File: src/rtl/hta_pkg.sv
// ----------------------------------------------------------------------------
// hta_pkg: shared types and constants for the triangle area summer
// Widths, register indexes, controller states and the command/status
// bundles that run between the controller and the datapath.
// ----------------------------------------------------------------------------
package hta_pkg;

    // Defaults for the top-level parameters
    localparam int DEF_MAX_LIST  = 4096;
    localparam int DEF_SIDE_BITS = 12;

    // Fixed field widths
    localparam int SCALE_W   = 4;
    localparam int TOTAL_W   = 48;
    localparam int IDX_W     = 12;
    localparam int CFG_IDX_W = 2;
    localparam int CFG_DATA_W = SCALE_W;

    // Product is built from chunks of this many multiplier bits per cycle
    localparam int MUL_CHUNK = 16;

    localparam logic [TOTAL_W-1:0] SUM_MAX = {TOTAL_W{1'b1}};

    // Configuration register indexes
    localparam logic [CFG_IDX_W-1:0] REG_SCALE_A = 2'd0;
    localparam logic [CFG_IDX_W-1:0] REG_SCALE_B = 2'd1;
    localparam logic [CFG_IDX_W-1:0] REG_SCALE_C = 2'd2;

    // Result status codes
    localparam logic STATUS_OK  = 1'b0;
    localparam logic STATUS_BAD = 1'b1;

    typedef enum logic [2:0] {
        ST_IDLE,
        ST_PREP,
        ST_MUL,
        ST_SQRT,
        ST_ACC
    } hta_state_t;

    // Controller -> datapath
    typedef struct packed {
        logic load;       // capture a beat and scale its sides
        logic calc_p;     // form the two half products, clear root unit
        logic mul_step;   // one chunk of the full product
        logic sqrt_step;  // one root bit
        logic list_drop;  // item of a failed list
        logic list_err;   // emit error result
        logic accum;      // add area, emit total on last
    } hta_cmd_t;

    // Datapath -> controller
    typedef struct packed {
        logic skipping;
        logic bad;
        logic last;
        logic out_busy;
    } hta_status_t;

    // Width of the full radicand, rounded up to even
    function automatic int hta_prod_w(input int side_bits);
        int sw;
        int pw;
        sw = side_bits + SCALE_W;
        pw = (sw + 2) + (sw + 1) + 2 * (sw + 1);
        return pw + (pw & 1);
    endfunction

    // Number of chunk multiply steps
    function automatic int hta_mul_steps(input int side_bits);
        int p2w;
        p2w = 2 * (side_bits + SCALE_W + 1);
        return (p2w + MUL_CHUNK - 1) / MUL_CHUNK;
    endfunction

endpackage

File: src/rtl/hta_ctrl.sv
// ----------------------------------------------------------------------------
// hta_ctrl: sequencing controller
// Steps one triangle through check, chunked multiply, bit-serial square
// root and accumulate, and holds results until the output slot is free.
// ----------------------------------------------------------------------------
module hta_ctrl #(
    parameter int MUL_STEPS  = 3,
    parameter int SQRT_STEPS = 35
) (
    input  logic                 aclk,
    input  logic                 aresetn,
    input  logic                 s_valid,
    output logic                 s_ready,
    input  hta_pkg::hta_status_t stat,
    output hta_pkg::hta_cmd_t    cmd
);
    import hta_pkg::*;

    localparam int MAX_STEPS = (MUL_STEPS > SQRT_STEPS) ? MUL_STEPS : SQRT_STEPS;
    localparam int CW = (MAX_STEPS > 1) ? $clog2(MAX_STEPS) : 1;

    hta_state_t    state_reg, state_next;
    logic [CW-1:0] cnt_reg, cnt_next;
    logic          mul_done, sqrt_done;

    assign mul_done  = (cnt_reg == CW'(MUL_STEPS - 1));
    assign sqrt_done = (cnt_reg == CW'(SQRT_STEPS - 1));

    // State register and step counter
    always_ff @(posedge aclk) begin
        if (!aresetn) begin
            state_reg <= ST_IDLE;
            cnt_reg   <= '0;
        end else begin
            state_reg <= state_next;
            cnt_reg   <= cnt_next;
        end
    end

    // Next state
    always_comb begin
        state_next = state_reg;
        case (state_reg)
            ST_IDLE: begin
                if (s_valid) state_next = ST_PREP;
            end
            ST_PREP: begin
                if (stat.skipping) begin
                    state_next = ST_IDLE;
                end else if (stat.bad) begin
                    if (!stat.out_busy) state_next = ST_IDLE;
                end else begin
                    state_next = ST_MUL;
                end
            end
            ST_MUL: begin
                if (mul_done) state_next = ST_SQRT;
            end
            ST_SQRT: begin
                if (sqrt_done) state_next = ST_ACC;
            end
            ST_ACC: begin
                if (!stat.last || !stat.out_busy) state_next = ST_IDLE;
            end
            default: state_next = ST_IDLE;
        endcase
    end

    // Step counter: cleared on entry to each iterating state
    always_comb begin
        cnt_next = '0;
        case (state_reg)
            ST_MUL:  cnt_next = mul_done  ? '0 : cnt_reg + 1'b1;
            ST_SQRT: cnt_next = sqrt_done ? '0 : cnt_reg + 1'b1;
            default: cnt_next = '0;
        endcase
    end

    // Commands
    always_comb begin
        cmd     = '0;
        s_ready = 1'b0;
        case (state_reg)
            ST_IDLE: begin
                s_ready  = 1'b1;
                cmd.load = s_valid;
            end
            ST_PREP: begin
                if (stat.skipping) begin
                    cmd.list_drop = 1'b1;
                end else if (stat.bad) begin
                    cmd.list_err = !stat.out_busy;
                end else begin
                    cmd.calc_p = 1'b1;
                end
            end
            ST_MUL:  cmd.mul_step  = 1'b1;
            ST_SQRT: cmd.sqrt_step = 1'b1;
            ST_ACC:  cmd.accum     = !stat.last || !stat.out_busy;
            default: cmd = '0;
        endcase
    end

endmodule

File: src/rtl/hta_datapath.sv
// ----------------------------------------------------------------------------
// hta_datapath: arithmetic and list state
// Side scaling, triangle check, chunked product, restoring square root,
// saturating total, list index and the output register.
// ----------------------------------------------------------------------------
module hta_datapath #(
    parameter int MAX_LIST  = 4096,
    parameter int SIDE_BITS = 12
) (
    input  logic                                aclk,
    input  logic                                aresetn,
    // configuration
    input  logic                                cfg_wr_en,
    input  logic [hta_pkg::CFG_IDX_W-1:0]       cfg_index,
    input  logic [hta_pkg::CFG_DATA_W-1:0]      cfg_data,
    // input beat
    input  logic [SIDE_BITS-1:0]                s_side_a,
    input  logic [SIDE_BITS-1:0]                s_side_b,
    input  logic [SIDE_BITS-1:0]                s_side_c,
    input  logic                                s_last,
    // result beat
    output logic                                m_valid,
    input  logic                                m_ready,
    output logic [hta_pkg::TOTAL_W-1:0]         m_total,
    output logic                                m_status,
    output logic [hta_pkg::IDX_W-1:0]           m_bad_index,
    // controller
    input  hta_pkg::hta_cmd_t                   cmd,
    output hta_pkg::hta_status_t                stat
);
    import hta_pkg::*;

    localparam int SW    = SIDE_BITS + SCALE_W;     // scaled side
    localparam int DW    = SW + 1;                  // pair sum / difference
    localparam int SUMW  = SW + 2;                  // perimeter
    localparam int P1W   = SUMW + DW;
    localparam int P2W   = 2 * DW;
    localparam int NCH   = hta_mul_steps(SIDE_BITS);
    localparam int P2XW  = NCH * MUL_CHUNK;
    localparam int PW    = hta_prod_w(SIDE_BITS);
    localparam int RW    = PW / 2;
    localparam int AW    = ((RW > TOTAL_W) ? RW : TOTAL_W) + 1;
    localparam int CNT_W = (MAX_LIST > 1) ? $clog2(MAX_LIST) : 1;
    localparam int PARTW = P1W + MUL_CHUNK;

    logic [SCALE_W-1:0] scale_a_reg, scale_b_reg, scale_c_reg;
    logic [SW-1:0]      sa_reg, sb_reg, sc_reg;
    logic               last_reg;
    logic [P1W-1:0]     p1_reg;
    logic [P2XW-1:0]    p2_reg;
    logic [PW-1:0]      acc_reg;
    logic [RW+1:0]      rem_reg;
    logic [RW-1:0]      root_reg;
    logic [TOTAL_W-1:0] area_sum_reg;
    logic [CNT_W-1:0]   count_reg;
    logic               skipping_reg;
    logic               m_valid_reg;
    logic [TOTAL_W-1:0] m_total_reg;
    logic               m_status_reg;
    logic [IDX_W-1:0]   m_bad_index_reg;

    logic [DW-1:0]      sum_ab, sum_ac, sum_bc;
    logic [SUMW-1:0]    perim;
    logic [DW-1:0]      d_a, d_b, d_c;
    logic               bad;
    logic [PARTW-1:0]   part;
    logic [RW+3:0]      rem_t, trial;
    logic [AW-1:0]      sum_ext;
    logic [TOTAL_W-1:0] sum_sat;
    logic [CNT_W+IDX_W-1:0] idx_ext;
    logic               out_busy;

    // Triangle check and half-product terms
    assign sum_ab = DW'(sa_reg) + DW'(sb_reg);
    assign sum_ac = DW'(sa_reg) + DW'(sc_reg);
    assign sum_bc = DW'(sb_reg) + DW'(sc_reg);
    assign perim  = SUMW'(sa_reg) + SUMW'(sb_reg) + SUMW'(sc_reg);
    assign d_a    = sum_bc - DW'(sa_reg);
    assign d_b    = sum_ac - DW'(sb_reg);
    assign d_c    = sum_ab - DW'(sc_reg);
    assign bad    = !((sum_ab > DW'(sc_reg)) && (sum_ac > DW'(sb_reg)) &&
                      (sum_bc > DW'(sa_reg)));

    // One chunk of the full product, top chunk first
    assign part = PARTW'(p1_reg) * PARTW'(p2_reg[P2XW-1 -: MUL_CHUNK]);

    // Restoring root step: bring down two radicand bits
    assign rem_t = {rem_reg, acc_reg[PW-1 -: 2]};
    assign trial = {2'b00, root_reg, 2'b01};

    // Saturating add of the area
    assign sum_ext = AW'(area_sum_reg) + AW'(root_reg);
    assign sum_sat = (sum_ext > AW'(SUM_MAX)) ? SUM_MAX : sum_ext[TOTAL_W-1:0];

    // Error index: low bits of the list position
    assign idx_ext = {{IDX_W{1'b0}}, count_reg};

    assign out_busy = m_valid_reg && !m_ready;

    // Configuration registers
    always_ff @(posedge aclk) begin
        if (!aresetn) begin
            scale_a_reg <= SCALE_W'(1);
            scale_b_reg <= SCALE_W'(1);
            scale_c_reg <= SCALE_W'(1);
        end else if (cfg_wr_en) begin
            case (cfg_index)
                REG_SCALE_A: scale_a_reg <= cfg_data;
                REG_SCALE_B: scale_b_reg <= cfg_data;
                REG_SCALE_C: scale_c_reg <= cfg_data;
                default: ;
            endcase
        end
    end

    // Working registers: scaled sides, product, root
    always_ff @(posedge aclk) begin
        if (cmd.load) begin
            sa_reg   <= SW'(s_side_a) * SW'(scale_a_reg);
            sb_reg   <= SW'(s_side_b) * SW'(scale_b_reg);
            sc_reg   <= SW'(s_side_c) * SW'(scale_c_reg);
            last_reg <= s_last;
        end
        if (cmd.calc_p) begin
            p1_reg   <= P1W'(perim) * P1W'(d_a);
            p2_reg   <= P2XW'(P2W'(d_b) * P2W'(d_c));
            acc_reg  <= '0;
            rem_reg  <= '0;
            root_reg <= '0;
        end
        if (cmd.mul_step) begin
            acc_reg <= (acc_reg << MUL_CHUNK) + PW'(part);
            p2_reg  <= p2_reg << MUL_CHUNK;
        end
        if (cmd.sqrt_step) begin
            acc_reg <= acc_reg << 2;
            if (rem_t >= trial) begin
                rem_reg  <= (RW + 2)'(rem_t - trial);
                root_reg <= {root_reg[RW-2:0], 1'b1};
            end else begin
                rem_reg  <= rem_t[RW+1:0];
                root_reg <= {root_reg[RW-2:0], 1'b0};
            end
        end
    end

    // List state: running total, position, drop flag
    always_ff @(posedge aclk) begin
        if (!aresetn) begin
            area_sum_reg <= '0;
            count_reg    <= '0;
            skipping_reg <= 1'b0;
        end else if (cmd.list_drop) begin
            if (last_reg) begin
                area_sum_reg <= '0;
                count_reg    <= '0;
                skipping_reg <= 1'b0;
            end
        end else if (cmd.list_err) begin
            area_sum_reg <= '0;
            count_reg    <= '0;
            skipping_reg <= !last_reg;
        end else if (cmd.accum) begin
            if (last_reg) begin
                area_sum_reg <= '0;
                count_reg    <= '0;
            end else begin
                area_sum_reg <= sum_sat;
                if (count_reg == CNT_W'(MAX_LIST - 1)) count_reg <= '0;
                else                                   count_reg <= count_reg + 1'b1;
            end
        end
    end

    // Output slot: valid flag
    always_ff @(posedge aclk) begin
        if (!aresetn) begin
            m_valid_reg <= 1'b0;
        end else if (cmd.list_err || (cmd.accum && last_reg)) begin
            m_valid_reg <= 1'b1;
        end else if (m_ready) begin
            m_valid_reg <= 1'b0;
        end
    end

    // Output slot: result payload
    always_ff @(posedge aclk) begin
        if (cmd.list_err) begin
            m_total_reg     <= '0;
            m_status_reg    <= STATUS_BAD;
            m_bad_index_reg <= idx_ext[IDX_W-1:0];
        end else if (cmd.accum && last_reg) begin
            m_total_reg     <= sum_sat;
            m_status_reg    <= STATUS_OK;
            m_bad_index_reg <= '0;
        end
    end

    assign m_valid     = m_valid_reg;
    assign m_total     = m_total_reg;
    assign m_status    = m_status_reg;
    assign m_bad_index = m_bad_index_reg;

    assign stat.skipping = skipping_reg;
    assign stat.bad      = bad;
    assign stat.last     = last_reg;
    assign stat.out_busy = out_busy;

endmodule

File: src/rtl/heron_triangle_area_sum.sv
// A good item passes from PREP through MUL and SQRT to ACC, where the total of a
//   last item goes to the output slot; an error result goes there from PREP.
// A new item is accepted only in IDLE, after the previous one is through; the root
//   is found bit-serially, one root bit per cycle.
// Reset: aresetn is synchronous, active low; scales return to 1, total, index and
//   drop flag clear, and any pending result is discarded.
// ----------------------------------------------------------------------------
// heron_triangle_area_sum: list sum of triangle areas by Heron's formula
// Scales each side, checks the strict triangle inequality and adds
// floor(sqrt(product of the four Heron terms)) to a saturating 48-bit total.
// ----------------------------------------------------------------------------
module heron_triangle_area_sum #(
    parameter int MAX_LIST  = hta_pkg::DEF_MAX_LIST,
    parameter int SIDE_BITS = hta_pkg::DEF_SIDE_BITS
) (
    input  logic                            aclk,
    input  logic                            aresetn,
    // configuration write port
    input  logic                            cfg_wr_en,
    input  logic [hta_pkg::CFG_IDX_W-1:0]   cfg_index,
    input  logic [hta_pkg::CFG_DATA_W-1:0]  cfg_data,
    // triangle beats
    input  logic                            s_valid,
    output logic                            s_ready,
    input  logic [SIDE_BITS-1:0]            s_side_a,
    input  logic [SIDE_BITS-1:0]            s_side_b,
    input  logic [SIDE_BITS-1:0]            s_side_c,
    input  logic                            s_last,
    // result beats
    output logic                            m_valid,
    input  logic                            m_ready,
    output logic [hta_pkg::TOTAL_W-1:0]     m_total,
    output logic                            m_status,
    output logic [hta_pkg::IDX_W-1:0]       m_bad_index
);
    import hta_pkg::*;

    localparam int MUL_STEPS  = hta_mul_steps(SIDE_BITS);
    localparam int SQRT_STEPS = hta_prod_w(SIDE_BITS) / 2;

    hta_cmd_t    cmd;
    hta_status_t stat;

    hta_ctrl #(
        .MUL_STEPS  (MUL_STEPS),
        .SQRT_STEPS (SQRT_STEPS)
    ) u_ctrl (
        .aclk    (aclk),
        .aresetn (aresetn),
        .s_valid (s_valid),
        .s_ready (s_ready),
        .stat    (stat),
        .cmd     (cmd)
    );

    hta_datapath #(
        .MAX_LIST  (MAX_LIST),
        .SIDE_BITS (SIDE_BITS)
    ) u_datapath (
        .aclk        (aclk),
        .aresetn     (aresetn),
        .cfg_wr_en   (cfg_wr_en),
        .cfg_index   (cfg_index),
        .cfg_data    (cfg_data),
        .s_side_a    (s_side_a),
        .s_side_b    (s_side_b),
        .s_side_c    (s_side_c),
        .s_last      (s_last),
        .m_valid     (m_valid),
        .m_ready     (m_ready),
        .m_total     (m_total),
        .m_status    (m_status),
        .m_bad_index (m_bad_index),
        .cmd         (cmd),
        .stat        (stat)
    );

endmodule
File: config.mk
export PLATFORM = sky130hd
export DESIGN_NAME = heron_triangle_area_sum
export DESIGN_NICKNAME = d
export VERILOG_FILES = /design/src/rtl/hta_pkg.sv /design/src/rtl/hta_ctrl.sv /design/src/rtl/hta_datapath.sv /design/src/rtl/heron_triangle_area_sum.sv
export SDC_FILE = /design/constraint.sdc
export NUM_CORES = 2
export LEC_CHECK = 0
export BUFFER_PORTS_ARGS = -buffer_cell sky130_fd_sc_hd__buf_4
export CAP_MARGIN = 20
export CORE_UTILIZATION = 60
export DETAILED_ROUTE_END_ITERATION = 10
export GPL_TIMING_DRIVEN = 0
export PLACE_DENSITY = 0.77
export SLEW_MARGIN = 25
export SYNTH_ARGS = -nofsm -noshare
export SYNTH_HDL_FRONTEND = slang
export SYNTH_SLANG_ARGS = --single-unit
export TNS_END_PERCENT = 20
File: constraint.sdc
create_clock -name aclk -period 14 [get_ports aclk]
set_clock_uncertainty 0.15 [all_clocks]
set_input_delay 4.2 -clock aclk [delete_from_list [all_inputs] [get_ports aclk]]
set_output_delay 4.2 -clock aclk [all_outputs]
set_load 0.05 [all_outputs]
# --- Word-level counts from Yosys, hierarchy flattened ---
# Cells that the tools add are included.
# Widths: inputs -> output; s select.
op_classes:
  add_sub_neg: 13
  mul: 6
  magnitude_cmp: 5
  n_eq_ne: 15
  mux: 53
  n_reduce_logical: 24
ops:
  columns: ["operator", "n"]
  rows:
  - ["$mux 48", 8]
  - ["$mux 70", 3]
  - ["$mux 37", 3]
  - ["$mux 12", 8]
  - ["$add 70x51->70", 1]
  - ["$mux 35", 2]
  - ["$add 16x16->17", 4]
  - ["$gt 17x16->1", 3]
  - ["$mul 35x16->51", 1]
  - ["$sub 17x16->17", 3]
  - ["$add 48x35->49", 1]
  - ["$gt 49x48->1 const B", 1]
  - ["$mul 12x4->16", 3]
  - ["$ge 39x37->1", 1]
  - ["$sub 37x37->37", 1]
  - ["$mul 18x17->35", 1]
  - ["$mul 17x17->34", 1]
  - ["$mux 3", 7]
  - ["$add 18x16->18", 1]
  - ["$mux 1", 17]
  - ["$pmux 3 s5", 1]
  - ["$add 12x1->12 const B", 1]
  - ["$eq 12x12->1 const B", 1]
  - ["$mux 6", 2]
  - ["22 further kinds", 41]
word_totals:
  register_bits: 418
  in_bits: 48
  output_inout_bits: 63
  wordCells: 139

# --- Longest topological paths before layout ---
logic_depth:
  word_depth: 10
  ltp_mapped: 43
  mapped_depth_nobuf: 42

# --- By module ---
# A second synthesis with hierarchy kept.
unflattened:
  hier_cells: 7465
  hier_area_um2: 66887.9
modules_own_cells:
  columns: ["mod", "instances", "cells_per_inst", "area_each_um2", "seq_area_each_um2"]
  rows:
  - ["hta_datapath", 1, 7406, 66369.9, 10870.4]
  - ["hta_ctrl", 1, 59, 518.0, 180.2]

# --- Worst setup path after synthesis ---
# Ideal clock, no wire load.
synth_timing:
  path_kind: "register to register"
  startpoint: "reg u_datapath.sb_reg[0]"
  endpoint: "reg u_datapath.p2_reg[31], data pin"
  setup_ns: 0.256
  arrival_time_ns: 9.623
  required_ns: 13.594
  slack_ns: 3.971
  path_stages_with_launch: 41
  n_path_buf: 2
  synth_period_minus_slack_ns: 10.029
  cell_sequence: "edfxtp_1 ha_1 inv_1 fa_1 nor2b_1 o31a_1 o41a_1 nor2_1 o21bai_1 a21oi_1 xnor2_1 ha_1 clkbuf_1 nand3_1 nor2_1 o21ai_0 a21boi_0 o21ai_0 (+5 left out) fa_1 fa_1 fa_1 fa_1 fa_1 inv_1 fa_1 inv_1 ha_1 a21o_1 a21oi_1 nor2_1 a311oi_2 o221ai_1 o21a_1 a311o_1 xor2_1 a22o_1"
synth_between:
  elab_chain_len: 5
  word_cells_on_any_way: 6
  cone_classes: "add/sub (3); mul (1); mux (2)"
synth_lines:
  columns: ["item", "line_no", "text"]
  rows:
  - ["start, declared", "hta_datapath.sv:47", "logic [SW-1:0] sa_reg, sb_reg, sc_reg;"]
  - ["start signal, assigned", "hta_datapath.sv:120", "sb_reg <= SW'(s_side_b) * SW'(scale_b_reg);"]
  - ["$add 16x16->17", "hta_datapath.sv:74", "assign sum_ab = DW'(sa_reg) + DW'(sb_reg);"]
  - ["$sub 17x16->17", "hta_datapath.sv:80", "assign d_c = sum_ab - DW'(sc_reg);"]
  - ["$mul 17x17->34 *", "hta_datapath.sv:126", "p2_reg <= P2XW'(P2W'(d_b) * P2W'(d_c));"]
  - ["$mux 48 *", "hta_datapath.sv:124", "if (cmd.calc_p) begin"]
  - ["$mux 48 *", "hta_datapath.sv:131", "if (cmd.mul_step) begin"]
  - ["end signal, assigned", "hta_datapath.sv:126", null]
  - ["end signal, assigned", "hta_datapath.sv:133", "p2_reg <= p2_reg << MUL_CHUNK;"]
  - ["end, declared", "hta_datapath.sv:50", "logic [P2XW-1:0] p2_reg;"]
# Every way passes the cells marked *; elsewhere a longest branch is shown, timed or not. The select of a mux whose other input is x is not followed.
# A chain may end at the register's enable or synchronous reset.

# --- Final worst setup path ---
layout_timing:
  startpoint: "reg u_datapath.sc_reg[1]"
  endpoint: "reg u_datapath.p2_reg[31], data pin"
layout_between:
  elab_chain_len: 5
  word_cells_on_any_way: 6
  cone_classes: "add/sub (3); mul (1); mux (2)"
layout_lines:
  columns: ["item", "line_no", "text"]
  rows:
  - ["start, declared", "hta_datapath.sv:47", null]
  - ["start signal, assigned", "hta_datapath.sv:121", "sc_reg <= SW'(s_side_c) * SW'(scale_c_reg);"]
  - ["$add 16x16->17", "hta_datapath.sv:75", "assign sum_ac = DW'(sa_reg) + DW'(sc_reg);"]
  - ["$sub 17x16->17", "hta_datapath.sv:79", "assign d_b = sum_ac - DW'(sb_reg);"]
  - ["$mul 17x17->34 *", "hta_datapath.sv:126", null]
  - ["$mux 48 *", "hta_datapath.sv:124", null]
  - ["$mux 48 *", "hta_datapath.sv:131", null]
# Marks and branches as above.

==> impl.org <==
** Synth
- The number of nets handed over by synthesis was 9275.
- In the synthesized netlist the dominant register cell turns out to be edfxtp_1.
- Synthesis inferred 418 register bits.
- Proportion of synthesized flip-flops having asynchronous set or reset :: 0%
- Averaged over all synthesized cells, the footprint is 8.785 um^2.
- The Yosys step of the flow raised 0 warnings.
- Yosys mapped a number of flops with a built-in enable equal to 268.
- Sequential-to-total area share from yosys stat :: 16.56%
- Synth unique cells :: 85
- Number of cells produced by synthesis :: 7598
- Netlist area before placement :: 66750 um^2

** STA
- Max-Slew Margin vs Limit :: 23.42%
- Period utilization :: 87.59%
- Setup repair after global routing left no endpoint under its margin.
- Final Setup Violations :: 0
- Total negative slack :: 0 ps
- The number of endpoints with negative hold slack in the final report is 0.
- The routed design could run at a clock period as short as 12260 ps.
- Transition time of the tightest slew-check pin :: 1145 ps
- Highest Clock Rate :: 0.08155 GHz
- The count of pins over their slew limit came to 0.

** Clock tree
- Clk buf depth :: 3
- TritonCTS built the clock tree.
- In this run the clock root is driven by a clkbuf_16.
- Setup Fix Bufs, Post-CTS :: 0
- Buffers inserted to repair hold after CTS numbered 0.
- CTS saw 418 sinks.
- For the worst-skew pair, the clock arrives at the later sink with an insertion delay of 670 ps.
- # resized after CTS :: 0
- Clock transition at path regs :: 60 ps
- In this run, CTS created clock tree buffers numbering 48.
- The H-tree was split into 2 levels.

** Layout
- Area added between synthesis and finish :: 7.029%
- Registers take 11050 um^2.
- Number of fillers in the final layout :: 9370
- The top cell types in the final layout, fill and taps aside, are 1354 x inv_1, 1129 x nand2_1, 1026 x fa_1.
- Most common library cell in the layout ignoring fill and taps :: inv_1
- Area of combinational cells with multiple inputs :: 49510 um^2
- The register with the most flip-flops in the layout has 70 of them.
- Of the cells placed in the final design, the portion with a size suffix greater than 1 is 3.510%.
- Net count of the finished layout :: 9444

** Global route
- Number of global-route vias before repair :: 55015
- The initial antenna violation count is 2.
- Across every metal layer, demand over resource in global routing totals 34.81%.
- The first global-routing pass estimated 303.2 mm of wire.
- Entering global routing, the biggest net connects 49 pins.
- Total overflow reported by the global router :: 0

** Routing
- In the final routed layout, each cell accounts on average for 20.79 um.
- Routed Wire Length :: 193.0 mm
- First drt pass iteration count :: 6
- After detailed routing, the number of vias per cell comes to 5.820.
- Post-route DRC violation count :: 0
- Initial DRC count :: 4413
- Detailed routing inserted a total of 54033 vias.
- Post-route ant nets :: 0

** Worst setup path
- By instance count, the cell type seen most on the critical path is fa_1.
- STA classifies the critical path endpoint as a register.
- STA puts the critical path data arrival time at 12490 ps.
- Kind of start point of the critical path :: register
- In this design, the stage delay of the slowest critical-path cell is 820 ps.
- For this design, the slowest cell found on the critical path is xnor2_1.
- Worst Path Class, Setup :: reg2reg
- Highest fanout seen on the critical path :: 10
- Required @ worst endpoint :: 14230 ps

** Die
- The die covers 112600 um^2.
- For this configuration, the core starts out at a cell density of 60.90%.
- Measured along the x axis, the die boundary spans 335.5 um.
- Number of placement rows :: 121
- The floorplan step defined a core boundary enclosing 109600 um^2.
- Number of top-level pins :: 111
- Die outline height :: 335.5 um

** Status
- The run finished with clean final reports.

** Job
- Maximum Capacitance Violations :: 0

** Placed design
- Number of buffers added on ports :: 110
- Dpl hpwl :: 161.1 mm
- RePlAce Congestion :: 1.017

** Hold path
- Worst hold path class :: reg2reg
==> routing by layer <==
metal  GRT usage (%)  wire length (um)  vias to the layer above  share of wire [%]
met2           57.82             90990                     2356                 47
met4           16.54             10520                        0                5.4
met5               0                 0                        -                  0
li1                -                 -                    24477                  -
met3           6.052             16760                      501                8.7
met1           44.13             74740                    26699                 39
==> cells by family after synthesis <==
group | count (synthesis) | synth area share (%)
AOI/OAI and AO/OA | 1127 | 10.80
xor gates and xnor gates | 320 | 4.199
adders and majority gates | 1629 | 42.07
buffers and inverters | 1669 | 9.461
DFF | 418 | 16.56
muxes | 29 | 0.4368
and+or+nand+nor | 2406 | 16.47
==> through the flow <==
stage	setup slack, ps	cells	utilization [%]	hold WS, ps	cell area [um^2]
detailed placement	1950	9193	63.63	300.9	69750
CTS	1862	9282	65.15	309.9	71420
global route	1264	9283	65.18	328.6	71440
floorplan	3971	7598	-	279.7	66750
finish	1738	9284	65.18	306.8	71440
global placement	154.8	9184	63.33	288.3	69420
==> cells in the mapped netlist (all sizes together), types with 25 or more instances <==
library cell,instances,area share (%)
a31oi,30,0.28
and2,333,3.1
or3,29,0.27
inv,1354,7.6
o22ai,25,0.23
fa,1026,31
buf,36,0.28
xnor2,215,2.8
a211oi,27,0.30
o21bai,49,0.55
dfxtp,150,4.5
ha,603,11
nor2b,88,0.82
o21a,53,0.60
nand2b,63,0.59
clkbuf,279,1.6
and3,47,0.44
nand2,1132,6.4
nand3,95,0.71
nor2,450,2.5
mux2i,28,0.42
nor3,58,0.43
nand4,44,0.41
o21ai,249,1.9
a21oi,341,2.6
a21o,127,1.4
xor2,105,1.4
edfxtp,268,12
==> path summary, 6_finish.rpt <==
| check | slack [ps] | cells past startpoint | end | startpoint |
|---|---|---|---|---|
| max | 1740 | 36 | u_datapath.p2_reg[31]$_DFFE_PP_ | u_datapath.sc_reg[1]$_DFFE_PP_ |
| min | 310 | 2 | u_datapath.m_status$_SDFFE_PP1P_ | u_datapath.m_status$_SDFFE_PP1P_ |
| max reg2reg | 1740 | 36 | u_datapath.p2_reg[31]$_DFFE_PP_ | u_datapath.sc_reg[1]$_DFFE_PP_ |
| min reg2reg | 310 | 2 | u_datapath.m_status$_SDFFE_PP1P_ | u_datapath.m_status$_SDFFE_PP1P_ |
==> critical path: cells and delay by family (launching register included) <==
kind / cells / cell delay, ps
buffers and inverters: 3 / 1060
adders and majority gates: 9 / 4060
xor gates and xnor gates: 3 / 1080
and+or+nand+nor: 4 / 530
DFF: 1 / 620
AOI/OAI and AO/OA: 17 / 4480
==> area by class of cell <==
| type | count | share of cell area [%] |
|---|---|---|
| Antenna cell | 2 | 0.007006 |
| Clock inverter | 29 | 0.5061 |
| Clock buffer | 60 | 1.832 |
| Sequential cell | 418 | 15.47 |
| Timing Repair Buffer | 119 | 1.457 |
| Multi-Input combinational cell | 5511 | 69.30 |
| Tap cell | 1476 | 2.585 |
| Buffer | 315 | 1.729 |
| Inverter | 1354 | 7.114 |
Power is not shown: default switching activity piles up to over one toggle a cycle in this logic, so the estimate is an artifact.
